==> src/lkrc_pkg.sv <==
`default_nettype none
// ----------------------------------------------------------------------------
// lkrc_pkg
// Shared types, constants and arithmetic helpers for the Lehmer keystream
// rotation cipher.
// ----------------------------------------------------------------------------
package lkrc_pkg;

    // generator and symbol range constants
    localparam int GEN_W     = 17;
    localparam int SEED_W    = 16;
    localparam int BYTE_W    = 8;
    localparam int GEN_MULT  = 75;
    localparam int GEN_MOD   = 65537;
    localparam int LOW_MASK  = 65535;
    localparam int SYM_LOW   = 32;
    localparam int SYM_END   = 128;
    localparam int SYM_COUNT = SYM_END - SYM_LOW;
    localparam int PROD_W    = 24;
    localparam int POS_W     = 7;

    // configuration register indexes
    typedef enum logic [0:0] {
        CFG_MODE = 1'b0,
        CFG_SEED = 1'b1
    } lkrc_cfg_idx_t;

    // one beat between the generator stage and the rotation stage
    typedef struct packed {
        logic [BYTE_W-1:0] data_byte;
        logic [GEN_W-1:0]  rot_value;
    } lkrc_beat_t;

    // one generator step: g*75 folded modulo 65537
    function automatic logic [GEN_W-1:0] lkrc_advance(input logic [GEN_W-1:0] g);
        logic [PROD_W-1:0] prod;
        logic [SEED_W-1:0] lo;
        logic [GEN_W-1:0]  hi;
        logic [GEN_W-1:0]  res;
        prod = {{(PROD_W-GEN_W){1'b0}}, g} * PROD_W'(GEN_MULT);
        lo   = prod[SEED_W-1:0];
        hi   = {{(GEN_W-(PROD_W-SEED_W)){1'b0}}, prod[PROD_W-1:SEED_W]};
        if ({1'b0, lo} >= hi)
            res = {1'b0, lo} - hi;
        else
            res = {1'b0, lo} + GEN_W'(GEN_MOD) - hi;
        return res;
    endfunction

    // 12-bit value modulo 3: base-4 digit sum, then a short compare chain
    function automatic logic [1:0] lkrc_mod3(input logic [11:0] v);
        logic [4:0] s;
        s = 5'd0;
        for (int k = 0; k < 6; k++)
            s = s + {3'b000, v[2*k +: 2]};
        if (s >= 5'd12)
            s = s - 5'd12;
        if (s >= 5'd6)
            s = s - 5'd6;
        if (s >= 5'd3)
            s = s - 5'd3;
        return s[1:0];
    endfunction

    // rotation amount: r mod 96 = (r>>5 mod 3)*32 + r[4:0]
    function automatic logic [POS_W-1:0] lkrc_mod96(input logic [GEN_W-1:0] r);
        return {lkrc_mod3(r[GEN_W-1:5]), r[4:0]};
    endfunction

    // rotate a printable byte within 32..127, pass others through
    function automatic logic [BYTE_W-1:0] lkrc_rotate(
        input logic [BYTE_W-1:0] b,
        input logic [GEN_W-1:0]  r,
        input logic              decrypt
    );
        logic [POS_W-1:0]  pos;
        logic [POS_W-1:0]  rot;
        logic [BYTE_W-1:0] s;
        logic [BYTE_W-1:0] res;
        if (b < BYTE_W'(SYM_LOW) || b >= BYTE_W'(SYM_END)) begin
            res = b;
        end
        else begin
            pos = POS_W'(b - BYTE_W'(SYM_LOW));
            rot = lkrc_mod96(r);
            if (decrypt)
                s = {1'b0, pos} + BYTE_W'(SYM_COUNT) - {1'b0, rot};
            else
                s = {1'b0, pos} + {1'b0, rot};
            if (s >= BYTE_W'(SYM_COUNT))
                s = s - BYTE_W'(SYM_COUNT);
            res = s + BYTE_W'(SYM_LOW);
        end
        return res;
    endfunction

endpackage
`default_nettype wire

==> src/lkrc_gen.sv <==
`default_nettype none
// ----------------------------------------------------------------------------
// lkrc_gen
// Input stage: holds the Lehmer generator, advances it once per accepted
// beat and registers the byte together with the new rotation value.
// ----------------------------------------------------------------------------
module lkrc_gen
    import lkrc_pkg::*;
(
    input  wire logic                clk,
    input  wire logic                rst_n,
    input  wire logic                in_valid,
    output logic                     in_stall,
    input  wire logic [BYTE_W-1:0]   data_byte,
    input  wire logic                first_of_message,
    input  wire logic [SEED_W-1:0]   initial_seed,
    output logic                     s1_valid,
    input  wire logic                s1_ready,
    output lkrc_beat_t               s1_beat
);

    logic              s1_valid_reg;
    logic [GEN_W-1:0]  gen_reg;
    logic [GEN_W-1:0]  gen_next;
    logic [GEN_W-1:0]  gen_base;
    logic [BYTE_W-1:0] data_reg;
    logic              accept;

    // stall only while the held beat cannot move on
    assign in_stall = s1_valid_reg && !s1_ready;
    assign accept   = in_valid && !in_stall;

    // reload from seed at message start, then one generator step
    always_comb
    begin
        gen_base = first_of_message ? {1'b0, initial_seed} : gen_reg;
        gen_next = lkrc_advance(gen_base);
    end

    // generator state and stage valid
    always_ff @(posedge clk or negedge rst_n)
    begin
        if (!rst_n)
        begin
            s1_valid_reg <= 1'b0;
            gen_reg      <= '0;
        end
        else
        begin
            if (!s1_valid_reg || s1_ready)
                s1_valid_reg <= in_valid;
            if (accept)
                gen_reg <= gen_next;
        end
    end

    // byte payload
    always_ff @(posedge clk)
    begin
        if (accept)
            data_reg <= data_byte;
    end

    assign s1_valid          = s1_valid_reg;
    assign s1_beat.data_byte = data_reg;
    assign s1_beat.rot_value = gen_reg;

    // generator never leaves 0..65536
    a_gen_range: assert property (@(posedge clk) disable iff (!rst_n)
        gen_reg <= GEN_W'(GEN_MOD - 1))
        else $error("generator value out of range");

    // a zero seed at message start keeps the generator at zero
    a_zero_seed: assert property (@(posedge clk) disable iff (!rst_n)
        accept && first_of_message && initial_seed == '0 |=> gen_reg == '0)
        else $error("zero seed did not give zero generator");

    // a held beat keeps its rotation value
    a_gen_hold: assert property (@(posedge clk) disable iff (!rst_n)
        s1_valid_reg && !s1_ready |=> $stable(gen_reg))
        else $error("generator moved while beat was held");

endmodule
`default_nettype wire

==> src/lkrc_rot.sv <==
`default_nettype none
// ----------------------------------------------------------------------------
// lkrc_rot
// Output stage: rotates the byte by the generator value mod 96 and holds the
// result in the output register until it is taken.
// ----------------------------------------------------------------------------
module lkrc_rot
    import lkrc_pkg::*;
(
    input  wire logic                clk,
    input  wire logic                rst_n,
    input  wire logic                cipher_mode,
    input  wire logic                s1_valid,
    output logic                     s1_ready,
    input  wire lkrc_beat_t          s1_beat,
    output logic                     out_valid,
    input  wire logic                out_stall,
    output logic [BYTE_W-1:0]        out_byte
);

    logic              out_valid_reg;
    logic [BYTE_W-1:0] out_byte_reg;
    logic [BYTE_W-1:0] out_byte_next;
    logic              take;

    // output register frees up when empty or being taken
    assign s1_ready = !out_valid_reg || !out_stall;
    assign take     = s1_valid && s1_ready;

    // rotation within the printable range
    always_comb
    begin
        out_byte_next = lkrc_rotate(s1_beat.data_byte, s1_beat.rot_value, cipher_mode);
    end

    // output valid
    always_ff @(posedge clk or negedge rst_n)
    begin
        if (!rst_n)
            out_valid_reg <= 1'b0;
        else if (s1_ready)
            out_valid_reg <= s1_valid;
    end

    // output payload
    always_ff @(posedge clk)
    begin
        if (take)
            out_byte_reg <= out_byte_next;
    end

    assign out_valid = out_valid_reg;
    assign out_byte  = out_byte_reg;

    // printable bytes stay printable
    a_rot_range: assert property (@(posedge clk) disable iff (!rst_n)
        take && s1_beat.data_byte >= BYTE_W'(SYM_LOW)
             && s1_beat.data_byte < BYTE_W'(SYM_END)
        |=> out_byte_reg >= BYTE_W'(SYM_LOW) && out_byte_reg < BYTE_W'(SYM_END))
        else $error("rotated byte left printable range");

    // other bytes pass through untouched
    a_rot_pass: assert property (@(posedge clk) disable iff (!rst_n)
        take && (s1_beat.data_byte < BYTE_W'(SYM_LOW)
             || s1_beat.data_byte >= BYTE_W'(SYM_END))
        |=> out_byte_reg == $past(s1_beat.data_byte))
        else $error("non-printable byte was altered");

    // a stalled output beat stays put
    a_out_hold: assert property (@(posedge clk) disable iff (!rst_n)
        out_valid_reg && out_stall |=> out_valid_reg && $stable(out_byte_reg))
        else $error("stalled output beat changed");

endmodule
`default_nettype wire

==> src/lehmer_keystream_rotation_cipher.sv <==
`default_nettype none
// ----------------------------------------------------------------------------
// lehmer_keystream_rotation_cipher
// Byte-stream rotation cipher keyed by a Lehmer generator (x75 mod 65537).
// ----------------------------------------------------------------------------
// The block takes one byte per clock while in_stall is low and returns one
// byte per byte, registered in lkrc_gen and then in the output register. The
// rate is set by the generator recurrence in lkrc_gen: the multiply by 75 and
// the fold modulo 65537 are combinational, and the rotation by the generator
// value mod 96 sits in a separate stage ahead of the output register. A byte
// with first_of_message set reloads the generator from initial_seed before its
// step. The user must write cipher_mode and initial_seed through the cfg port
// only while no byte is in flight; the block itself does not enforce this.
module lehmer_keystream_rotation_cipher
    import lkrc_pkg::*;
(
    input  wire logic                clk,
    input  wire logic                rst_n,
    input  wire logic                cfg_write,
    input  wire logic                cfg_index,
    input  wire logic [SEED_W-1:0]   cfg_data,
    input  wire logic                in_valid,
    output logic                     in_stall,
    input  wire logic [BYTE_W-1:0]   data_byte,
    input  wire logic                first_of_message,
    output logic                     out_valid,
    input  wire logic                out_stall,
    output logic [BYTE_W-1:0]        out_byte
);

    logic              mode_reg;
    logic [SEED_W-1:0] seed_reg;
    logic              s1_valid;
    logic              s1_ready;
    lkrc_beat_t        s1_beat;

    // configuration registers
    always_ff @(posedge clk or negedge rst_n)
    begin
        if (!rst_n)
        begin
            mode_reg <= 1'b0;
            seed_reg <= '0;
        end
        else if (cfg_write)
        begin
            unique case (lkrc_cfg_idx_t'(cfg_index))
                CFG_MODE: mode_reg <= cfg_data[0];
                CFG_SEED: seed_reg <= cfg_data;
                default:  ;
            endcase
        end
    end

    // generator stage
    lkrc_gen u_gen (
        .clk              (clk),
        .rst_n            (rst_n),
        .in_valid         (in_valid),
        .in_stall         (in_stall),
        .data_byte        (data_byte),
        .first_of_message (first_of_message),
        .initial_seed     (seed_reg),
        .s1_valid         (s1_valid),
        .s1_ready         (s1_ready),
        .s1_beat          (s1_beat)
    );

    // rotation and output stage
    lkrc_rot u_rot (
        .clk         (clk),
        .rst_n       (rst_n),
        .cipher_mode (mode_reg),
        .s1_valid    (s1_valid),
        .s1_ready    (s1_ready),
        .s1_beat     (s1_beat),
        .out_valid   (out_valid),
        .out_stall   (out_stall),
        .out_byte    (out_byte)
    );

endmodule
`default_nettype wire

==> config.mk <==
export PLATFORM = sky130hd
export DESIGN_NAME = lehmer_keystream_rotation_cipher
export DESIGN_NICKNAME = d
export VERILOG_FILES = /design/src/lkrc_pkg.sv /design/src/lkrc_gen.sv /design/src/lkrc_rot.sv /design/src/lehmer_keystream_rotation_cipher.sv
export SDC_FILE = /design/constraint.sdc
export NUM_CORES = 1
export LEC_CHECK = 0
export ABC_AREA = 1
export BUFFER_PORTS_ARGS = -buffer_cell sky130_fd_sc_hd__buf_4
export CAP_MARGIN = 20
export CORE_MARGIN = 8
export CORE_UTILIZATION = 40
export DETAILED_ROUTE_END_ITERATION = 10
export PLACE_DENSITY = 0.55
export SLEW_MARGIN = 20
export SYNTH_ARGS = -nofsm -noshare
export SYNTH_HDL_FRONTEND = slang
export SYNTH_HIERARCHICAL = 1
export SYNTH_SLANG_ARGS = --single-unit
==> constraint.sdc <==
create_clock -name clk -period 5.9 [get_ports clk]
set_input_delay 0.59 -clock clk [delete_from_list [all_inputs] [get_ports clk]]
set_output_delay 0.59 -clock clk [all_outputs]
set_load 0.02 [all_outputs]
* After elaboration in Yosys (flattened, before gate mapping) *
Cells that the tools add are included.

storage, ports and cells
  register bits = 52
  bits of input ports = 31
  output and inout port bits = 10
  word-level logic and storage cells = 59

cells by class
  add/sub/neg operators = 17
  multipliers = 1
  magnitude comparators = 7
  multiplexer cells = 13
  bitwise logic cells = 1
  reduce and logical (&&, ||, !) cells = 13

operators by type and width
  kind                                                               number
  two-way mux 8 bit                                                  5
  two-way mux 17 bit                                                 2
  multiplier 17 x 7 -> 24 bit, second input constant                 1
  adder 5 x 2 -> 5 bit                                               4
  two-way mux 5 bit                                                  4
  adder 16 x 17 -> 17 bit, second input constant                     1
  subtractor 16 x 8 -> 17 bit                                        1
  subtractor 17 x 8 -> 17 bit                                        1
  greater-or-equal comparator 16 x 8 -> 1 bit                        1
  adder 7 x 7 -> 8 bit                                               1
  adder 7 x 7 -> 8 bit, second input constant                        1
  adder 8 x 6 -> 8 bit, second input constant                        1
  greater-or-equal comparator 8 x 7 -> 1 bit, second input constant  1
  greater-or-equal comparator 8 bit, second input constant           1
  less-than comparator 8 x 6 -> 1 bit, second input constant         1
  subtractor 8 x 7 -> 8 bit                                          1
  subtractor 8 x 7 -> 8 bit, second input constant                   1
  subtractor 7 x 6 -> 7 bit, second input constant                   1
  greater-or-equal comparator 5 x 2 -> 1 bit, second input constant  1
  greater-or-equal comparator 5 x 3 -> 1 bit, second input constant  1
  greater-or-equal comparator 5 x 4 -> 1 bit, second input constant  1
  zero test 1 bit                                                    5
  subtractor 5 x 3 -> 5 bit, second input constant                   1
  subtractor 5 x 4 -> 5 bit, second input constant                   1
  7 further kinds                                                    13

* Longest topological paths before layout *
Gate-level depths: netlist of run 1.

  depth in word-level cells = 22
  depth in mapped cells = 46
  mapped depth without buffers = 46

* Cells and area by module *
Netlist of run 1, hierarchy kept.

by module, submodules not included
  module                            instances  cells each  area each (um^2)  sequential area each (um^2)
  lkrc_gen                          1          722         5222.5            690.7
  lkrc_rot                          1          260         1791.7            265.3
  lehmer_keystream_rotation_cipher  1          76          735.7             425.4

* Worst setup path before layout of run 1 *
No wires, ideal clock.

  path kind = reg2reg
  from = register u_gen.gen_reg[5]
  to = register u_rot.out_byte_reg[6] (netlist: u_rot/out_byte[6]), data pin
  library setup time = 0.267 ns
  data arrival time = 6.081 ns
  data required time = 5.633 ns
  slack = -0.447 ns
  cell stages (with the launch flop) = 45
  buffers on the path = 0
  period minus slack after synthesis = 6.347 ns
  cell sequence = dfrtp_1 fa_1 inv_1 fa_1 fa_1 inv_1 ha_1 fa_1 inv_1 nand2_1 nand2_1 inv_1 ha_1 inv_1 nand3_1 nand2_1 nor2_2 nand2_1 (+9 left out) nand2_1 nand2_1 nand2_1 ha_1 ha_1 nand2_1 inv_1 nand4_1 nand3_1 nand3_1 nand3_1 nand2_1 ha_1 a21oi_1 a31oi_1 ha_1 nand2_1 o21ai_0

between the ends
  longest elaborated chain between the ends = 22
  elaborated cells on any way between the ends = 27
  those cells by class = 12 x add/sub; 4 x order compare; 11 x mux

ends and longest elaborated chain
  item                                                                                            RTL line                        source
  from (decl)                                                                                     lkrc_gen.sv:23                  logic [GEN_W-1:0] gen_reg;
  from (signal assigned)                                                                          lkrc_gen.sv:53                  gen_reg <= gen_next;
  adder 2 x 2 -> 3 bit *                                                                          lkrc_pkg.sv:55                  s = s + {3'b000, v[2*k +: 2]};
  adder 5 x 2 -> 5 bit * (4 in a row)                                                             lkrc_pkg.sv:55
  subtractor 5 x 4 -> 5 bit / greater-or-equal comparator 5 x 4 -> 1 bit (equally long branches)  lkrc_pkg.sv:57, lkrc_pkg.sv:56
  two-way mux 5 bit *                                                                             lkrc_pkg.sv:56                  if (s >= 5'd12)
  two-way mux 5 bit *                                                                             lkrc_pkg.sv:80                  if (b < BYTE_W'(SYM_LOW) || b >= BYTE_W'(SYM_END)) begin
  subtractor 5 x 3 -> 5 bit / greater-or-equal comparator 5 x 3 -> 1 bit (equally long branches)  lkrc_pkg.sv:59, lkrc_pkg.sv:58
  two-way mux 5 bit *                                                                             lkrc_pkg.sv:58                  if (s >= 5'd6)
  two-way mux 5 bit *                                                                             lkrc_pkg.sv:80
  (+4 left out)                                                                                   --
  two-way mux 8 bit *                                                                             lkrc_pkg.sv:86                  if (decrypt)
  two-way mux 8 bit *                                                                             lkrc_pkg.sv:80
  subtractor 8 x 7 -> 8 bit / greater-or-equal comparator 8 x 7 -> 1 bit (equally long branches)  lkrc_pkg.sv:91, lkrc_pkg.sv:90
  two-way mux 8 bit *                                                                             lkrc_pkg.sv:90                  if (s >= BYTE_W'(SYM_COUNT))
  two-way mux 8 bit *                                                                             lkrc_pkg.sv:80
  adder 8 x 6 -> 8 bit *                                                                          lkrc_pkg.sv:92                  res = s + BYTE_W'(SYM_LOW);
  two-way mux 8 bit *                                                                             lkrc_pkg.sv:80
  net u_rot.out_byte_next[6]                                                                      lkrc_rot.sv:23                  logic [BYTE_W-1:0] out_byte_next;
  to (signal assigned)                                                                            lkrc_rot.sv:49                  out_byte_reg <= out_byte_next;
  to (decl)                                                                                       lkrc_rot.sv:22                  logic [BYTE_W-1:0] out_byte_reg;

Mark *: on every way through the listed nets, which the timed path passes. The rest lies on a longest branch. The select of a mux whose other input is x is not followed.
A chain may end at the register's enable or synchronous reset.

* Worst setup path in the final report of run 1 *
Ends and elaborated chain as after synthesis.

==> results of run 1 <==
## cell type report
type	count	share of cell area, %
clock buffers	5	1.12
clock inverters	3	0.259
flip-flops and latches	52	12.4
multi-input cells	809	58.4
inverters	182	6.23
well taps	265	2.98
repair buffers	263	18.6
## through the flow
step                utilization [%]  cells  hold slack, ns  setup TNS (ns)  setup WS [ns]
floorplan                         -   1058           0.294          -0.380         -0.194
global placement               50.7   1533           0.460          -10.22         -0.799
detailed placement             50.7   1533           0.467           -9.80         -0.753
CTS                            53.3   1557           0.260          -0.780         -0.412
global route                   57.9   1579           0.276           -2.43         -0.793
finish                         57.9   1579           0.236          -0.898         -0.458
## worst paths after layout
path / from / endpoint / slack, ns / depth (start not counted)
setup / recovery: u_gen/gen_reg[5] / u_rot/out_byte[6] / -0.46 / 39
hold / removal: rst_n / mode_reg / 0.24 / 1
setup reg to reg: u_gen/gen_reg[5] / u_rot/out_byte[6] / -0.46 / 39
hold reg to reg: seed_reg[6] / seed_reg[6] / 0.49 / 2
max in group asynchronous: rst_n / u_gen/gen_reg[6] / 5.33 / 1
min in group clk: data_byte[3] / u_gen/data_reg[3] / 0.46 / 1
## routing by layer
layer  GRT usage, %  wire length (um)
met5              0                 0
met4           3.79               327
met3           1.50               815
met2           30.5             10700
met1           26.0             11100
## Yosys cell counts (12+ instances only)
cell      instances  area [um2]
dfrtp_1          36         901
nand3_1          91         455
a21oi_1          56         280
nor2_1           40         150
o21ai_0          34         170
nand4_1          12        75.1
edfxtp_1         16         480
nand2_2          17         106
nand2_1         289        1080
inv_1           173         649
fa_1             40         801
xnor2_1          12         105
ha_1            127        1590
xor2_1           22         193
## cells by family after synthesis
| family | after synthesis |
|---|---|
| AND/OR/NAND/NOR | 481 |
| XOR/XNOR | 34 |
| flip-flops | 52 |
| adder cells (fa/ha/maj) | 167 |
| AO/OA/AOI/OAI | 127 |
| buffers and inverters | 197 |
## critical path, delay by kind of cell (launching register included)
kind                     cells  cell delay [ns]
adder cells (fa/ha/maj)      9             3.07
AND/OR/NAND/NOR             19             1.56
buffers and inverters        7             0.67
flip-flops                   1             0.40
AO/OA/AOI/OAI                4             0.38
## timing repair
item | in CTS | in global routing
buffers inserted | 17 | 21
cloned | 0 | 1
pin swaps | 39 | 82
resized for setup | 52 | 158
endpoints found under the hold margin | 0 | 0
endpoints found under the setup margin | 20 | 20
==> summary.md, run 1 <==
| Metric | Value |
|---|---|
| Final Skew | 0.00565 ns |
| # hold bufs at CTS | 0 |
| Synth Flop Type | dfrtp_1 |
| Largest family of logic cells by synthesized area | adder cells |
| Largest net degree at the start of global routing | 37 |
| Slowest CP cell | fa_1 |
| Antenna violations before repair | 0 |
| Final antenna-violating net count | 0 |
| Core box area | 0.0192 mm2 |
| Die Span X | 155 um |
| Critical Path AT | roughly 6.4 ns |
| Hold Path Class | in -> async |
| # fillers | 1753 |
| Vias in the first global route | 7228 |
| FF+latch count, synth | between 50 and 60 |
| Slew HR | 47.1% |
| F_max | 157 MHz |
| Total length of routed wires | 22.9 mm |
| First-pass GRT wire length | 36.3 mm |
| Commonest cells after routing, fill and taps aside | buf_4 (250), nand2_1 (246), inv_1 (150) |
| Die footprint | 0.0241 mm2 |
| Commonest non-fill, non-tap cell in the layout | buf_4 |
| Critical path class | reg -> reg |
| Nets | roughly 1500 |
| Num CTS Buffers | 5 |
| Synth Instances | 1058 |
| Die Ht | 155 um |
| RD Place Congestion | about 0.90 |
| Minimum clock period | between 6 and 7 ns |
| Starting Density | 40.3% |
| EDFF count, synth | 16 |
| Violated checks | setup timing |
| Post-synthesis sequential area ratio | ~18% |
| Fin area | 0.0111 mm2 |
| DR vias | between 7000 and 8000 |
| Max capacitance violation total | 0 |
| Setup WS post-layout | -0.458 ns |
| Mux cell area share after synthesis | 0% |
| Mapped Nets | 1256 |
| Synth Cell Area | around 0.0077 mm2 |
| Ys Warns | 6 |
| DR iter-0 viols | 429 |
| Worst-margin pin slew | roughly 0.8 ns |
| Sink Count | 52 |
| Clock buffer depth | 2 |
| Reg clk slew, reported paths | 0.08 ns |
| Layout area overhead | 43.5% |
| Critical path's largest stage delay | ~0.54 ns |
| Site Rows | 51 |
| TritonCTS clock tree | yes |
| Synth Area in Simple Gates | 27.6% |
| Final Setup Violations | 3 |
| Final worst-path cycle share | 108% |
| Clk_lat worst skew | 0.30 ns |
| Compound-Gate Fraction of Synth Area | 9.43% |
| Clk root buf | clkbuf_16 |
| Critical-path maximum fanout | 4 |
| # H-tree levels | 2 |
| RSZ-0062 raised after global routing | yes |
| Cell Area, Placed | 0.00973 mm2 |
| Register Area | 0.00138 mm2 |
| Post-synthesis cell type count | 44 |
| Via density | slightly below 5 |
| Antenna fix cells | 0 |
| Remaining Overflow, GRT | 0 |
| Drt drc | 0 |
| CP endpoint kind | register |
| Max FFs per register | 17 |
| GRT Total Usage | ~18% |
| Run status | complete, but fails checks |
| Setup crit start kind | register |
| Required @ worst endpoint | 5.93 ns |
| IO Count | 41 |
| Final Slew Violations | 0 |
| Dpl hpwl | roughly 19 mm |
| Port-buffer cells | 40 |
| Share of layout cells above drive strength 1 | 38.0% |
| Wire per inst | roughly 15 um |
| Avg Inst Size Synth | 7.33 um2 |
| Post-Synth Adder-Cell Area | 30.8% |
| Final Hold Vio Count | 0 |
| Async SR Flop Fraction | just under 70% |
| Area of the multi-input gates | 0.00649 mm2 |
| XOR/XNOR Fraction of Synth Area | 3.84% |
| 1st-pass router iterations | 5 |
Power of run 1 is left out: the tool's default activity adds up to more than one toggle a clock period on the data nets, which glitch-free logic cannot reach.
==> inputs of run 2 (changes only) <==
- CELL_PAD_IN_SITES_DETAIL_PLACEMENT: not set -> 1
- CELL_PAD_IN_SITES_GLOBAL_PLACEMENT: not set -> 2
- PLACE_DENSITY: 0.55 -> 0.85
- clock period: 5.9 -> 7.4 ns (I/O delays scaled with it)
==> run 2 against run 1 <==
Against the previous run:
- die area unchanged
- the flow now finishes without violations
- non-clock buffer count down 218
- clock skew grew 0.0011 ns
- critical path depth rose by 4
- highest routed layer unchanged
- largest cell class unchanged
- critical endpoint unchanged
- sequential cell count unchanged
- worst hold slack gained 0.16 ns
- design area is 24% lower
- cell count decreased by 14%
- setup slack improved by 1.0 ns
==> summary.md, run 2 (same netlist as run 1, synthesis figures left out) <==
| Metric | Value |
|---|---|
| Share of layout cells above drive strength 1 | 10.2% (-28 points) |
| Nets | 1293 (-14%) |
| Max capacitance violation total | 0 (unchanged) |
| Starting Density | 40.3% (unchanged) |
| Commonest non-fill, non-tap cell in the layout | nand2_1 |
| # H-tree levels | 2 (unchanged) |
| Final worst-path cycle share | 92.4% (-15 points) |
| GRT Total Usage | 18.8% (+0.28 points) |
| Num CTS Buffers | 5 (unchanged) |
| # fillers | 2430 (+39%) |
| Port-buffer cells | 40 (unchanged) |
| Layout area overhead | 9.20% |
| Sink Count | 52 (unchanged) |
| Reg clk slew, reported paths | 0.07 ns (about the same) |
| Antenna fix cells | 0 (unchanged) |
| Final Slew Violations | 0 (unchanged) |
| Clk_lat worst skew | 0.30 ns (about the same) |
| Core box area | 0.0192 mm2 (unchanged) |
| Final Skew | 0.00680 ns (+0.00115 ns) |
| RD Place Congestion | 0.871 (-3.1%) |
| Dpl cells | 1353 (-12%) |
| Required @ worst endpoint | 7.44 ns (+1.51 ns) |
| Clock buffer depth | 2 (unchanged) |
| Critical Path AT | 6.88 ns (+0.50 ns) |
| Hold Path Class | in -> async |
| Largest net degree at the start of global routing | 37 (unchanged) |
| Site Rows | 51 (unchanged) |
| Max FFs per register | 17 (unchanged) |
| DR iter-0 viols | 301 (-30%) |
| TritonCTS clock tree | yes |
| Drt drc | 0 (unchanged) |
| Final antenna-violating net count | 0 (unchanged) |
| Remaining Overflow, GRT | 0 (unchanged) |
| Run status | completed |
| Critical path class | reg -> reg |
| Commonest cells after routing, fill and taps aside | nand2_1 (289), inv_1 (173), ha_1 (125) |
| Fin cells | 1361 (-14%) |
| Total length of routed wires | 22.1 mm (-3.4%) |
| # hold bufs at CTS | 0 (unchanged) |
| Via density | 4.96 (+3.1%) |
| Clk root buf | clkbuf_16 |
| Top cell by count, worst path | nand2_1 |
| DR vias | 6752 (-11%) |
| F_max | 146 MHz (-7.0%) |
| Vias in the first global route | 7140 (-1.2%) |
| Slowest CP cell | fa_1 |
| Slew HR | 36.8% (-10 points) |
| 1st-pass router iterations | 4 (-1) |
| Setup crit start kind | register |
| Critical-path maximum fanout | 7 (+3) |
| RSZ-0062 raised after global routing | no |
| Wire per inst | 16.3 um (+12%) |
| Die Span X | 155 um (unchanged) |
| Die footprint | 0.0241 mm2 (unchanged) |
| Worst-margin pin slew | 0.947 ns (+0.154 ns) |
| Final Setup Violations | 0 (-3) |
| Dpl hpwl | 19.4 mm (+4.4%) |
| CP endpoint kind | register |
| WP buf/inv | 9 (+2) |
| Final Hold Vio Count | 0 (unchanged) |
| IO Count | 41 (unchanged) |
| Die Ht | 155 um (unchanged) |
| Antenna violations before repair | 0 (unchanged) |
| Minimum clock period | 6.84 ns (+0.481 ns) |
| Critical path's largest stage delay | 0.54 ns (about the same) |
| Top cell family by delay on the critical path | adder cells |
| First-pass GRT wire length | 36.5 mm (+0.49%) |
run 2: cell count changes in the layout (fill, tap and decap cells not counted), moves of 22 or more:
cell,before,now
ha_4,30,1
nand2_1,246,289
inv_1,150,173
buf_4,250,45
ha_1,89,125
nand2_2,49,17
inv_2,28,6
run 2: per-layer routing:
layer  vias to the layer above  global-route usage (%)  part of all wire, %
met2                        54                    32.9                   48
met3                        21                   0.971                  1.2
met1                      3209                    24.5                   48
met5                         -                       0                    0
met4                         0                    5.87                  2.6
li1                       3468                       -                    -
run 2: final cells by class:
type                            instances  area [um2]  share of cell area, %
Multi-Input combinational cell        809        5570                   65.8
Sequential cell                        52        1380                   16.3
Inverter                              182         688                   8.13
Timing Repair Buffer                   45         338                   3.99
Tap cell                              265         332                   3.92
Clock buffer                            5         125                   1.48
Clock inverter                          3        25.0                  0.296
run 2: path summary, 6_finish.rpt:
kind / startpoint / end / slack, ns / cells past startpoint
worst min-delay path: rst_n / seed_reg[6] / 0.39 / 1
worst min register to register: u_gen/s1_valid / u_rot/out_valid / 0.49 / 2
worst max-delay path: u_gen/gen_reg[5] / u_rot/out_byte[6] / 0.56 / 43
worst max register to register: u_gen/gen_reg[5] / u_rot/out_byte[6] / 0.56 / 43
min in group clk: u_gen/s1_valid / u_rot/out_valid / 0.49 / 2
max in group asynchronous: rst_n / u_gen/gen_reg[5] / 6.65 / 1
run 2: repair_timing:
action / 4_1_cts / 5_1_grt
buffers inserted: 0 / 0
gates resized for setup: 0 / 7
endpoints found under the setup margin: 0 / 17
run 2: worst reg2reg max path: cells and delay by family, from the launching register on:
family | cells | cell delay [ns]
compound gates | 3 | 0.28
buf+inv | 9 | 0.56
simple gates | 20 | 1.64
flops | 1 | 0.45
fa+ha+maj | 11 | 3.67
run 2: through the flow:
| stage | instance area (um2) | TNS (ns) | hold WS, ns | setup slack, ns | util [%] |
|---|---|---|---|---|---|
| floorplan | 7750 | 0 | 0.434 | 1.05 | - |
| global placement | 8290 | -0.0835 | 0.464 | -0.0420 | 43.2 |
| detailed placement | 8290 | -0.0269 | 0.472 | -0.0253 | 43.2 |
| CTS | 8440 | 0 | 0.418 | 0.273 | 44.0 |
| global route | 8460 | 0 | 0.438 | 0.00648 | 44.1 |
| finish | 8460 | 0 | 0.391 | 0.561 | 44.1 |
Power of run 2 is left out for the same reason.
